$ cat config.mk
export PLATFORM = sky130hd
export DESIGN_NAME = calendar_to_epoch_seconds
export DESIGN_NICKNAME = d
export VERILOG_FILES = /design/src/rtl/core/c2e_pkg.sv /design/src/rtl/core/calendar_to_epoch_seconds.sv
export VERILOG_INCLUDE_DIRS = /design/src /design/src/rtl/core
export SDC_FILE = /design/constraint.sdc
export NUM_CORES = 1
export LEC_CHECK = 0
export ABC_AREA = 1
export BUFFER_PORTS_ARGS = -buffer_cell sky130_fd_sc_hd__buf_2
export CORE_MARGIN = 1.5
export CORE_UTILIZATION = 30
export CTS_CLUSTER_SIZE = 28
export DETAILED_ROUTE_END_ITERATION = 7
export SETUP_SLACK_MARGIN = 0.02
export SKIP_CTS_REPAIR_TIMING = 1
export SYNTH_ARGS = -nofsm -noshare
export SYNTH_HDL_FRONTEND = slang
export SYNTH_SLANG_ARGS = --single-unit
export TNS_END_PERCENT = 1
$ cat constraint.sdc
create_clock -name clk_i -period 8.3 [get_ports clk_i]
set_clock_uncertainty 0.2 [all_clocks]
set_input_delay 0.415 -clock clk_i [delete_from_list [all_inputs] [get_ports clk_i]]
set_output_delay 0.415 -clock clk_i [all_outputs]
set_load 0.01 [all_outputs]
$ cat src/rtl/core/calendar_to_epoch_seconds_assert.svh
`ifndef CALENDAR_TO_EPOCH_SECONDS_ASSERT_SVH
`define CALENDAR_TO_EPOCH_SECONDS_ASSERT_SVH

// Same-cycle implication, checked on every rising clock edge out of reset.
`define C2E_ASSERT_NOW(name, ante, cons) \
  name: assert property (@(posedge clk_i) disable iff (!rst_ni) (ante) |-> (cons)) \
    else $error("calendar_to_epoch_seconds: check failed");

// Next-cycle implication.
`define C2E_ASSERT_NEXT(name, ante, cons) \
  name: assert property (@(posedge clk_i) disable iff (!rst_ni) (ante) |=> (cons)) \
    else $error("calendar_to_epoch_seconds: check failed");

`endif

$ cat src/rtl/core/c2e_pkg.sv
`timescale 1ns / 1ps
`default_nettype none

package c2e_pkg;

  localparam logic [15:0] BASE_YEAR  = 16'd1970;
  // Leap years in 1 .. BASE_YEAR-1: 1969/4 - 1969/100 + 1969/400.
  localparam logic [8:0]  BASE_LEAPS = 9'd477;
  // ceil(2^19 / 25); exact quotient by 25 for any 14-bit dividend.
  localparam logic [16:0] RECIP25    = 17'd20972;

  typedef logic [3:0] step_t;

  localparam step_t STEP_FIRST = 4'd0;
  localparam step_t STEP_FAIL  = 4'd14;

  typedef enum logic [2:0] {
    MS_NONE,
    MS_YQ4,
    MS_PQ4,
    MS_YSPAN,
    MS_ACC,
    MS_HOUR,
    MS_MIN
  } mul_sel_e;

  typedef enum logic [2:0] {
    KS_RECIP25,
    KS_365,
    KS_86400,
    KS_3600,
    KS_60
  } k_sel_e;

  typedef enum logic [2:0] {
    AO_NOP,
    AO_CLR,
    AO_ADD,
    AO_SUB,
    AO_LDT,
    AO_ADDT
  } acc_op_e;

  typedef enum logic [2:0] {
    AS_Q25,
    AS_Q100,
    AS_PQ4,
    AS_BASELEAP,
    AS_MDAYS,
    AS_DAYM1,
    AS_SEC
  } acc_sel_e;

  typedef struct packed {
    mul_sel_e mul_sel;
    k_sel_e   k_sel;
    acc_op_e  acc_op;
    acc_sel_e acc_sel;
    logic     leap_en;
    logic     jmp_inv;
    step_t    jmp_tgt;
    logic     done;
    logic     fail;
  } uword_t;

  function automatic uword_t uw(mul_sel_e ms, k_sel_e ks, acc_op_e ao, acc_sel_e as,
                                logic leap_en, logic jmp_inv, logic done, logic fail);
    uword_t w;
    w.mul_sel = ms;
    w.k_sel   = ks;
    w.acc_op  = ao;
    w.acc_sel = as;
    w.leap_en = leap_en;
    w.jmp_inv = jmp_inv;
    w.jmp_tgt = STEP_FAIL;
    w.done    = done;
    w.fail    = fail;
    return w;
  endfunction

  // Microprogram. Step 1 resolves the leap flag and branches out on an invalid reading.
  function automatic uword_t ucode(step_t pc);
    uword_t w;
    case (pc)
      4'd0:  w = uw(MS_YQ4,   KS_RECIP25, AO_CLR,  AS_SEC,      1'b0, 1'b0, 1'b0, 1'b0);
      4'd1:  w = uw(MS_PQ4,   KS_RECIP25, AO_NOP,  AS_SEC,      1'b1, 1'b1, 1'b0, 1'b0);
      4'd2:  w = uw(MS_NONE,  KS_365,     AO_SUB,  AS_Q25,      1'b0, 1'b0, 1'b0, 1'b0);
      4'd3:  w = uw(MS_YSPAN, KS_365,     AO_ADD,  AS_Q100,     1'b0, 1'b0, 1'b0, 1'b0);
      4'd4:  w = uw(MS_NONE,  KS_365,     AO_ADDT, AS_SEC,      1'b0, 1'b0, 1'b0, 1'b0);
      4'd5:  w = uw(MS_NONE,  KS_365,     AO_ADD,  AS_PQ4,      1'b0, 1'b0, 1'b0, 1'b0);
      4'd6:  w = uw(MS_NONE,  KS_365,     AO_SUB,  AS_BASELEAP, 1'b0, 1'b0, 1'b0, 1'b0);
      4'd7:  w = uw(MS_NONE,  KS_365,     AO_ADD,  AS_MDAYS,    1'b0, 1'b0, 1'b0, 1'b0);
      4'd8:  w = uw(MS_NONE,  KS_365,     AO_ADD,  AS_DAYM1,    1'b0, 1'b0, 1'b0, 1'b0);
      4'd9:  w = uw(MS_ACC,   KS_86400,   AO_NOP,  AS_SEC,      1'b0, 1'b0, 1'b0, 1'b0);
      4'd10: w = uw(MS_HOUR,  KS_3600,    AO_LDT,  AS_SEC,      1'b0, 1'b0, 1'b0, 1'b0);
      4'd11: w = uw(MS_MIN,   KS_60,      AO_ADDT, AS_SEC,      1'b0, 1'b0, 1'b0, 1'b0);
      4'd12: w = uw(MS_NONE,  KS_60,      AO_ADDT, AS_SEC,      1'b0, 1'b0, 1'b0, 1'b0);
      4'd13: w = uw(MS_NONE,  KS_60,      AO_ADD,  AS_SEC,      1'b0, 1'b0, 1'b1, 1'b0);
      default: w = uw(MS_NONE, KS_60,     AO_NOP,  AS_SEC,      1'b0, 1'b0, 1'b1, 1'b1);
    endcase
    return w;
  endfunction

  function automatic logic [4:0] month_len(logic [3:0] month);
    logic [4:0] len;
    case (month)
      4'd1, 4'd3, 4'd5, 4'd7, 4'd8, 4'd10, 4'd12: len = 5'd31;
      4'd4, 4'd6, 4'd9, 4'd11:                    len = 5'd30;
      4'd2:                                       len = 5'd28;
      default:                                    len = 5'd0;
    endcase
    return len;
  endfunction

  // Days in the months before this one, common year.
  function automatic logic [8:0] days_before(logic [3:0] month);
    logic [8:0] d;
    case (month)
      4'd2:    d = 9'd31;
      4'd3:    d = 9'd59;
      4'd4:    d = 9'd90;
      4'd5:    d = 9'd120;
      4'd6:    d = 9'd151;
      4'd7:    d = 9'd181;
      4'd8:    d = 9'd212;
      4'd9:    d = 9'd243;
      4'd10:   d = 9'd273;
      4'd11:   d = 9'd304;
      4'd12:   d = 9'd334;
      default: d = 9'd0;
    endcase
    return d;
  endfunction

endpackage

`default_nettype wire

$ cat src/rtl/core/calendar_to_epoch_seconds.sv
`timescale 1ns / 1ps
`default_nettype none

// Converts one broken-down clock reading (year, month, day, hour, minute,
// second) into seconds since 1970-01-01 00:00:00 under Gregorian rules.
// Command channel: a beat is taken at the rising edge where start is high
// and busy is low; the six fields are sampled at that edge. Busy stays high
// until the conversion has finished.
// Result channel: done_o is high for exactly one cycle, with status_o and
// epoch_seconds_o valid in that cycle. The receiver cannot hold results off.
// A reading that is not a real date and time gives status 1 and seconds 0.
// Sequence: a valid reading runs the whole microprogram before done_o
// strobes, an invalid one branches to the failure step from step 1; the
// next beat can be accepted in the cycle of the strobe. The pace is set
// by the microprogram: one step per cycle over a single multiplier and
// a single 41-bit accumulator.
// Reset is asynchronous and active low; it clears busy, the step counter and
// the strobe. No result is pending after reset.
module calendar_to_epoch_seconds (
  input  wire logic        clk_i,
  input  wire logic        rst_ni,
  input  wire logic        start,
  output      logic        busy,
  input  wire logic [15:0] year_i,
  input  wire logic [3:0]  month_i,
  input  wire logic [4:0]  day_i,
  input  wire logic [4:0]  hour_i,
  input  wire logic [5:0]  minute_i,
  input  wire logic [5:0]  second_i,
  output      logic        done_o,
  output      logic        status_o,
  output      logic [40:0] epoch_seconds_o
);

  // Control state.
  logic              busy_q;
  c2e_pkg::step_t    pc_q, pc_d;
  logic              done_q;

  // Latched reading.
  logic [15:0] year_q;
  logic [3:0]  month_q;
  logic [4:0]  day_q;
  logic [4:0]  hour_q;
  logic [5:0]  minute_q;
  logic [5:0]  second_q;

  // Datapath: product register, accumulator, leap flag, result registers.
  logic [40:0] tmp_q, tmp_d;
  logic [40:0] acc_q, acc_d;
  logic        leap_q;
  logic        status_q;
  logic [40:0] epoch_q;

  c2e_pkg::uword_t uw;
  logic            accept;

  logic [15:0] yspan;
  logic [15:0] ym1;
  logic [13:0] yq4;
  logic [13:0] pq4;
  logic [9:0]  q25;
  logic [13:0] q25x25;
  logic        leap_now;
  logic [4:0]  max_day;
  logic        invalid;
  logic [24:0] mul_a;
  logic [16:0] mul_k;
  logic [41:0] product;
  logic [40:0] acc_opnd;

  assign accept = start && !busy_q;
  assign uw     = c2e_pkg::ucode(pc_q);

  assign yspan = year_q - c2e_pkg::BASE_YEAR;
  assign ym1   = year_q - 16'd1;
  assign yq4   = year_q[15:2];
  assign pq4   = ym1[15:2];

  // The product register holds dividend * RECIP25; bits 28:19 are the quotient by 25.
  assign q25    = tmp_q[28:19];
  assign q25x25 = {q25, 4'b0000} + {1'b0, q25, 3'b000} + {4'b0000, q25};

  // Year = 4u. It is a century when u is a multiple of 25, and then a leap
  // year only when u / 25 is a multiple of 4. Valid only at step 1.
  assign leap_now = (year_q[1:0] == 2'b00) && ((yq4 != q25x25) || (q25[1:0] == 2'b00));

  always_comb begin
    max_day = c2e_pkg::month_len(month_q);
    if ((month_q == 4'd2) && leap_now) begin
      max_day = 5'd29;
    end
    invalid = (year_q < c2e_pkg::BASE_YEAR) || (month_q == 4'd0) || (month_q > 4'd12) ||
              (day_q == 5'd0) || (day_q > max_day) || (hour_q > 5'd23) ||
              (minute_q > 6'd59) || (second_q > 6'd59);
  end

  // Multiplier operands.
  always_comb begin
    case (uw.mul_sel)
      c2e_pkg::MS_YQ4:   mul_a = {11'd0, yq4};
      c2e_pkg::MS_PQ4:   mul_a = {11'd0, pq4};
      c2e_pkg::MS_YSPAN: mul_a = {9'd0, yspan};
      c2e_pkg::MS_ACC:   mul_a = acc_q[24:0];
      c2e_pkg::MS_HOUR:  mul_a = {20'd0, hour_q};
      c2e_pkg::MS_MIN:   mul_a = {19'd0, minute_q};
      default:           mul_a = 25'd0;
    endcase
    case (uw.k_sel)
      c2e_pkg::KS_RECIP25: mul_k = c2e_pkg::RECIP25;
      c2e_pkg::KS_365:     mul_k = 17'd365;
      c2e_pkg::KS_86400:   mul_k = 17'd86400;
      c2e_pkg::KS_3600:    mul_k = 17'd3600;
      default:             mul_k = 17'd60;
    endcase
    product = mul_a * mul_k;
    tmp_d   = (uw.mul_sel == c2e_pkg::MS_NONE) ? tmp_q : product[40:0];
  end

  // Accumulator. Intermediate day counts may wrap below zero; the final
  // count is positive, so modular arithmetic gives the exact value.
  always_comb begin
    case (uw.acc_sel)
      c2e_pkg::AS_Q25:      acc_opnd = {31'd0, q25};
      c2e_pkg::AS_Q100:     acc_opnd = {33'd0, q25[9:2]};
      c2e_pkg::AS_PQ4:      acc_opnd = {27'd0, pq4};
      c2e_pkg::AS_BASELEAP: acc_opnd = {32'd0, c2e_pkg::BASE_LEAPS};
      c2e_pkg::AS_MDAYS:    acc_opnd = {32'd0, c2e_pkg::days_before(month_q)} +
                                       {40'd0, leap_q && (month_q > 4'd2)};
      c2e_pkg::AS_DAYM1:    acc_opnd = {36'd0, day_q - 5'd1};
      default:              acc_opnd = {35'd0, second_q};
    endcase
    case (uw.acc_op)
      c2e_pkg::AO_CLR:  acc_d = 41'd0;
      c2e_pkg::AO_ADD:  acc_d = acc_q + acc_opnd;
      c2e_pkg::AO_SUB:  acc_d = acc_q - acc_opnd;
      c2e_pkg::AO_LDT:  acc_d = tmp_q;
      c2e_pkg::AO_ADDT: acc_d = acc_q + tmp_q;
      default:          acc_d = acc_q;
    endcase
  end

  // Step counter with the conditional branch to the failure step.
  always_comb begin
    if (uw.jmp_inv && invalid) begin
      pc_d = uw.jmp_tgt;
    end else begin
      pc_d = pc_q + 4'd1;
    end
  end

  always_ff @(posedge clk_i or negedge rst_ni) begin
    if (!rst_ni) begin
      busy_q <= 1'b0;
      pc_q   <= c2e_pkg::STEP_FIRST;
      done_q <= 1'b0;
    end else begin
      done_q <= 1'b0;
      if (accept) begin
        busy_q <= 1'b1;
        pc_q   <= c2e_pkg::STEP_FIRST;
      end else if (busy_q) begin
        pc_q <= pc_d;
        if (uw.done) begin
          busy_q <= 1'b0;
          done_q <= 1'b1;
        end
      end
    end
  end

  always_ff @(posedge clk_i) begin
    if (accept) begin
      year_q   <= year_i;
      month_q  <= month_i;
      day_q    <= day_i;
      hour_q   <= hour_i;
      minute_q <= minute_i;
      second_q <= second_i;
    end
    if (busy_q) begin
      tmp_q <= tmp_d;
      acc_q <= acc_d;
      if (uw.leap_en) begin
        leap_q <= leap_now;
      end
      if (uw.done) begin
        status_q <= uw.fail;
        epoch_q  <= uw.fail ? 41'd0 : acc_d;
      end
    end
  end

  assign busy            = busy_q;
  assign done_o          = done_q;
  assign status_o        = status_q;
  assign epoch_seconds_o = epoch_q;

`include "calendar_to_epoch_seconds_assert.svh"

  // The strobe only follows the end of a program, never mid-run.
  `C2E_ASSERT_NOW(a_done_not_busy, done_o, !busy)
  // A failed conversion reports zero seconds.
  `C2E_ASSERT_NOW(a_fail_zero, done_o && status_o, epoch_seconds_o == 41'd0)
  // An accepted beat starts the sequencer at its first step.
  `C2E_ASSERT_NEXT(a_accept_runs, start && !busy, busy && (pc_q == c2e_pkg::STEP_FIRST))
  // Every program is at least two steps long, so strobes never touch.
  `C2E_ASSERT_NEXT(a_single_strobe, done_o, !done_o)

endmodule

`default_nettype wire
==> metrics.csv <==
metric,value,unit
status,completed,
syn_to_final_growth,15.5,%
seq_area_frac_synth,22.1,%
fin_cells,4281,
clockRootBuffer,clkbuf_16,
critPathArrivalTime,7.81,ns
final_common_cell,inv_1,
core-area,80500,µm²
synth_simple_gate_area_share,18.0,%
cts_tree,built,
routedWlPerCell,17.9,µm
synthFlopType,edfxtp_1,
htreeDepth,4,
critPathLaunch,pc_q[0]$_DFFE_PN0P_,
dp_hpwl,64100,µm
grt_pass1_vias,21000,
grt_usage,18.8,%
hold_path_class,in2reg,
ys_seq_elements,185,
finalSetupViolations,0,
antenna_found_initial,0,
crit_path_max_fanout,21,
netlist_instances,2973,
gp_congestion,0.962,
synth.cell_area,24400,µm²
start_util,30.4,%
synth.distinct_cells,63,
nFillCells,8339,
end_kind,flip-flop,
ys.warnings.count,0,
reg2reg_from,pc_q[0]$_DFFE_PN0P_,
worstPathRequired,8.31,ns
drc,0,
reg2reg_depth,31,
synth-async-reset-ratio,3.24,%
rsz0062_at_grt,true,
hold_path_depth,3,
io_pins,89,
synth_xor_area_share,2.51,%
hold_end,busy$_DFF_PN0_,
reg2reg_to,tmp_q[40]$_DFFE_PP_,
grt_max_degree,50,
cp_common_cell,inv_1,
utilization,35.0,%
drt_iter0_drc,1718,
synth_edf_count,167,
path_class,reg2reg,
grt_pass1_wl,120000,µm
die_area,83200,µm²
synth_top_family_by_area,adder cells,
cts_made_buffers,17,
r2r_slack,0.49,ns
critPathSlowestCell,fa_1,
synthMuxAreaShare,0,%
fp-row-count,104,
tightest_slew,1.04,ns
dp.cells,4192,
vias,20700,
hold_start,start,
drv_cap,0,
start_kind,flip-flop,
wirelength,76800,µm
synth_compound_area_share,10.6,%
syn-mean-instance-area,8.22,µm²
die_h,288,µm
grt_overflow,0,
hold_violations,0,
drive_gt1_share,11.7,%
clock_latency,0.47,ns
synth_adder_area_share,35.8,%
nets,3787,
fmax,0.128,GHz
viasPerCell,4.84,
max_slew_margin,29.8,%
clkSlewWorstSetupHoldPaths,0.09,ns
first_pass_iters,7,
clock-sinks,185,
dieWidth,288,µm
drv_slew,0,
port_buffers,88,
insertedDiodeCount,0,
critPathMaxStageDelay,0.55,ns
period_share,94.0,%
clockBufferDepth,2,
layout_min_cycle_time,7.81,ns
postRouteAntennaNets,0,
layout_common_cells,"627 x inv_1, 473 x nand2_1, 287 x nor2_1, 275 x fa_1, 255 x ha_1",
synth_nets,3552,
==> routing by layer <==
layer | vias up | track usage (%) | share of wire, %
met4 | 0 | 5.05 | 2.3
met3 | 96 | 1.52 | 4.9
met1 | 9995 | 25.3 | 45
met2 | 597 | 32.2 | 48
li1 | 10000 | - | -
met5 | - | 0 | 0
==> cells in the mapped netlist, drive strengths merged, types with 5 or more instances <==
library cell  count  area (µm²)
o22ai            11        68.8
a22oi             9        67.6
o21a              7        52.6
a221oi            8        70.1
ha              257        3220
nor3             43         225
a21oi           151         756
buf              14        85.1
inv             650        2450
edfxtp          167        5010
dfxtp            12         240
clkbuf           32         120
xor2             53         464
nand2           489        1880
or2              12        75.1
dfrtp             6         150
clkinv            5        20.0
a21o              8        60.1
o2111ai           5        43.8
o211ai           15         113
nand3           144         773
fa              277        5550
o21ai           153         777
o31ai             5        51.3
xnor2            17         149
a31oi            46         288
o21bai            7        52.6
nor2            315        1220
nand4            24         156
nor4              7        43.8
==> sequential cells by signal, summed over array words and instances, names as in the netlist, named ones only <==
name             cells
acc_q               41
busy                 1
day_q                5
done_o               1
epoch_seconds_o     41
hour_q               5
leap_q               1
minute_q             6
month_q              4
pc_q                 4
second_q             6
status_o             1
tmp_q               41
year_q              16
==> stage by stage <==
| step | TNS [ns] | hold slack, ns | worst slack (ns) | instance area [µm²] |
|---|---|---|---|---|
| finish | 0 | 0.0113 | 0.494 | 28200 |
| global route | -0.0769 | 0.0586 | -0.0561 | 28200 |
| CTS | -0.246 | -0.476 | -0.0847 | 27500 |
| detailed placement | -0.106 | 0.0419 | -0.0628 | 26900 |
| floorplan | 0 | -0.0806 | 0.767 | 24400 |
| global placement | 0 | 0.0417 | 0.0426 | 26900 |
==> area by class of cell <==
cell class | instances | area (µm²) | share of cell area (%)
Clock buffer | 17 | 425 | 1.51
Inverter | 655 | 2480 | 8.77
Tap cell | 1060 | 1330 | 4.70
Timing Repair Buffer | 262 | 1870 | 6.62
Multi-Input combinational cell | 2087 | 16600 | 58.8
Clock inverter | 15 | 135 | 0.479
Sequential cell | 185 | 5410 | 19.2
==> how the worst max path moves through the flow <==
stage,to,slack (ns)
after floorplan,tmp_q[29]$_DFFE_PP_,0.77
after global placement,tmp_q[35]$_DFFE_PP_,0.04
after detailed placement,tmp_q[40]$_DFFE_PP_,-0.06
after CTS,tmp_q[40]$_DFFE_PP_,-0.08
after global routing,tmp_q[37]$_DFFE_PP_,-0.06
final,tmp_q[40]$_DFFE_PP_,0.49
==> worst max-delay path: cells and delay by family, from the launching register on <==
family | cells | cell delay, ns
buffers and inverters | 13 | 1.20
AO/OA/AOI/OAI | 2 | 0.30
AND/OR/NAND/NOR | 7 | 1.49
XOR/XNOR | 1 | 0.17
adder cells (fa/ha/maj) | 8 | 3.72
flip-flops | 1 | 0.43
==> cell families (layout without fill, tap and decap cells) <==
kind of cell    after synthesis  in the layout
fa+ha+maj                   534            534
flops                       185            185
compound gates              444            444
xor+xnor                     70             70
simple gates               1039           1039
buf+inv                     701            949
Power is not shown: default switching activity piles up to over one toggle a cycle in this logic, so the estimate is an artifact.
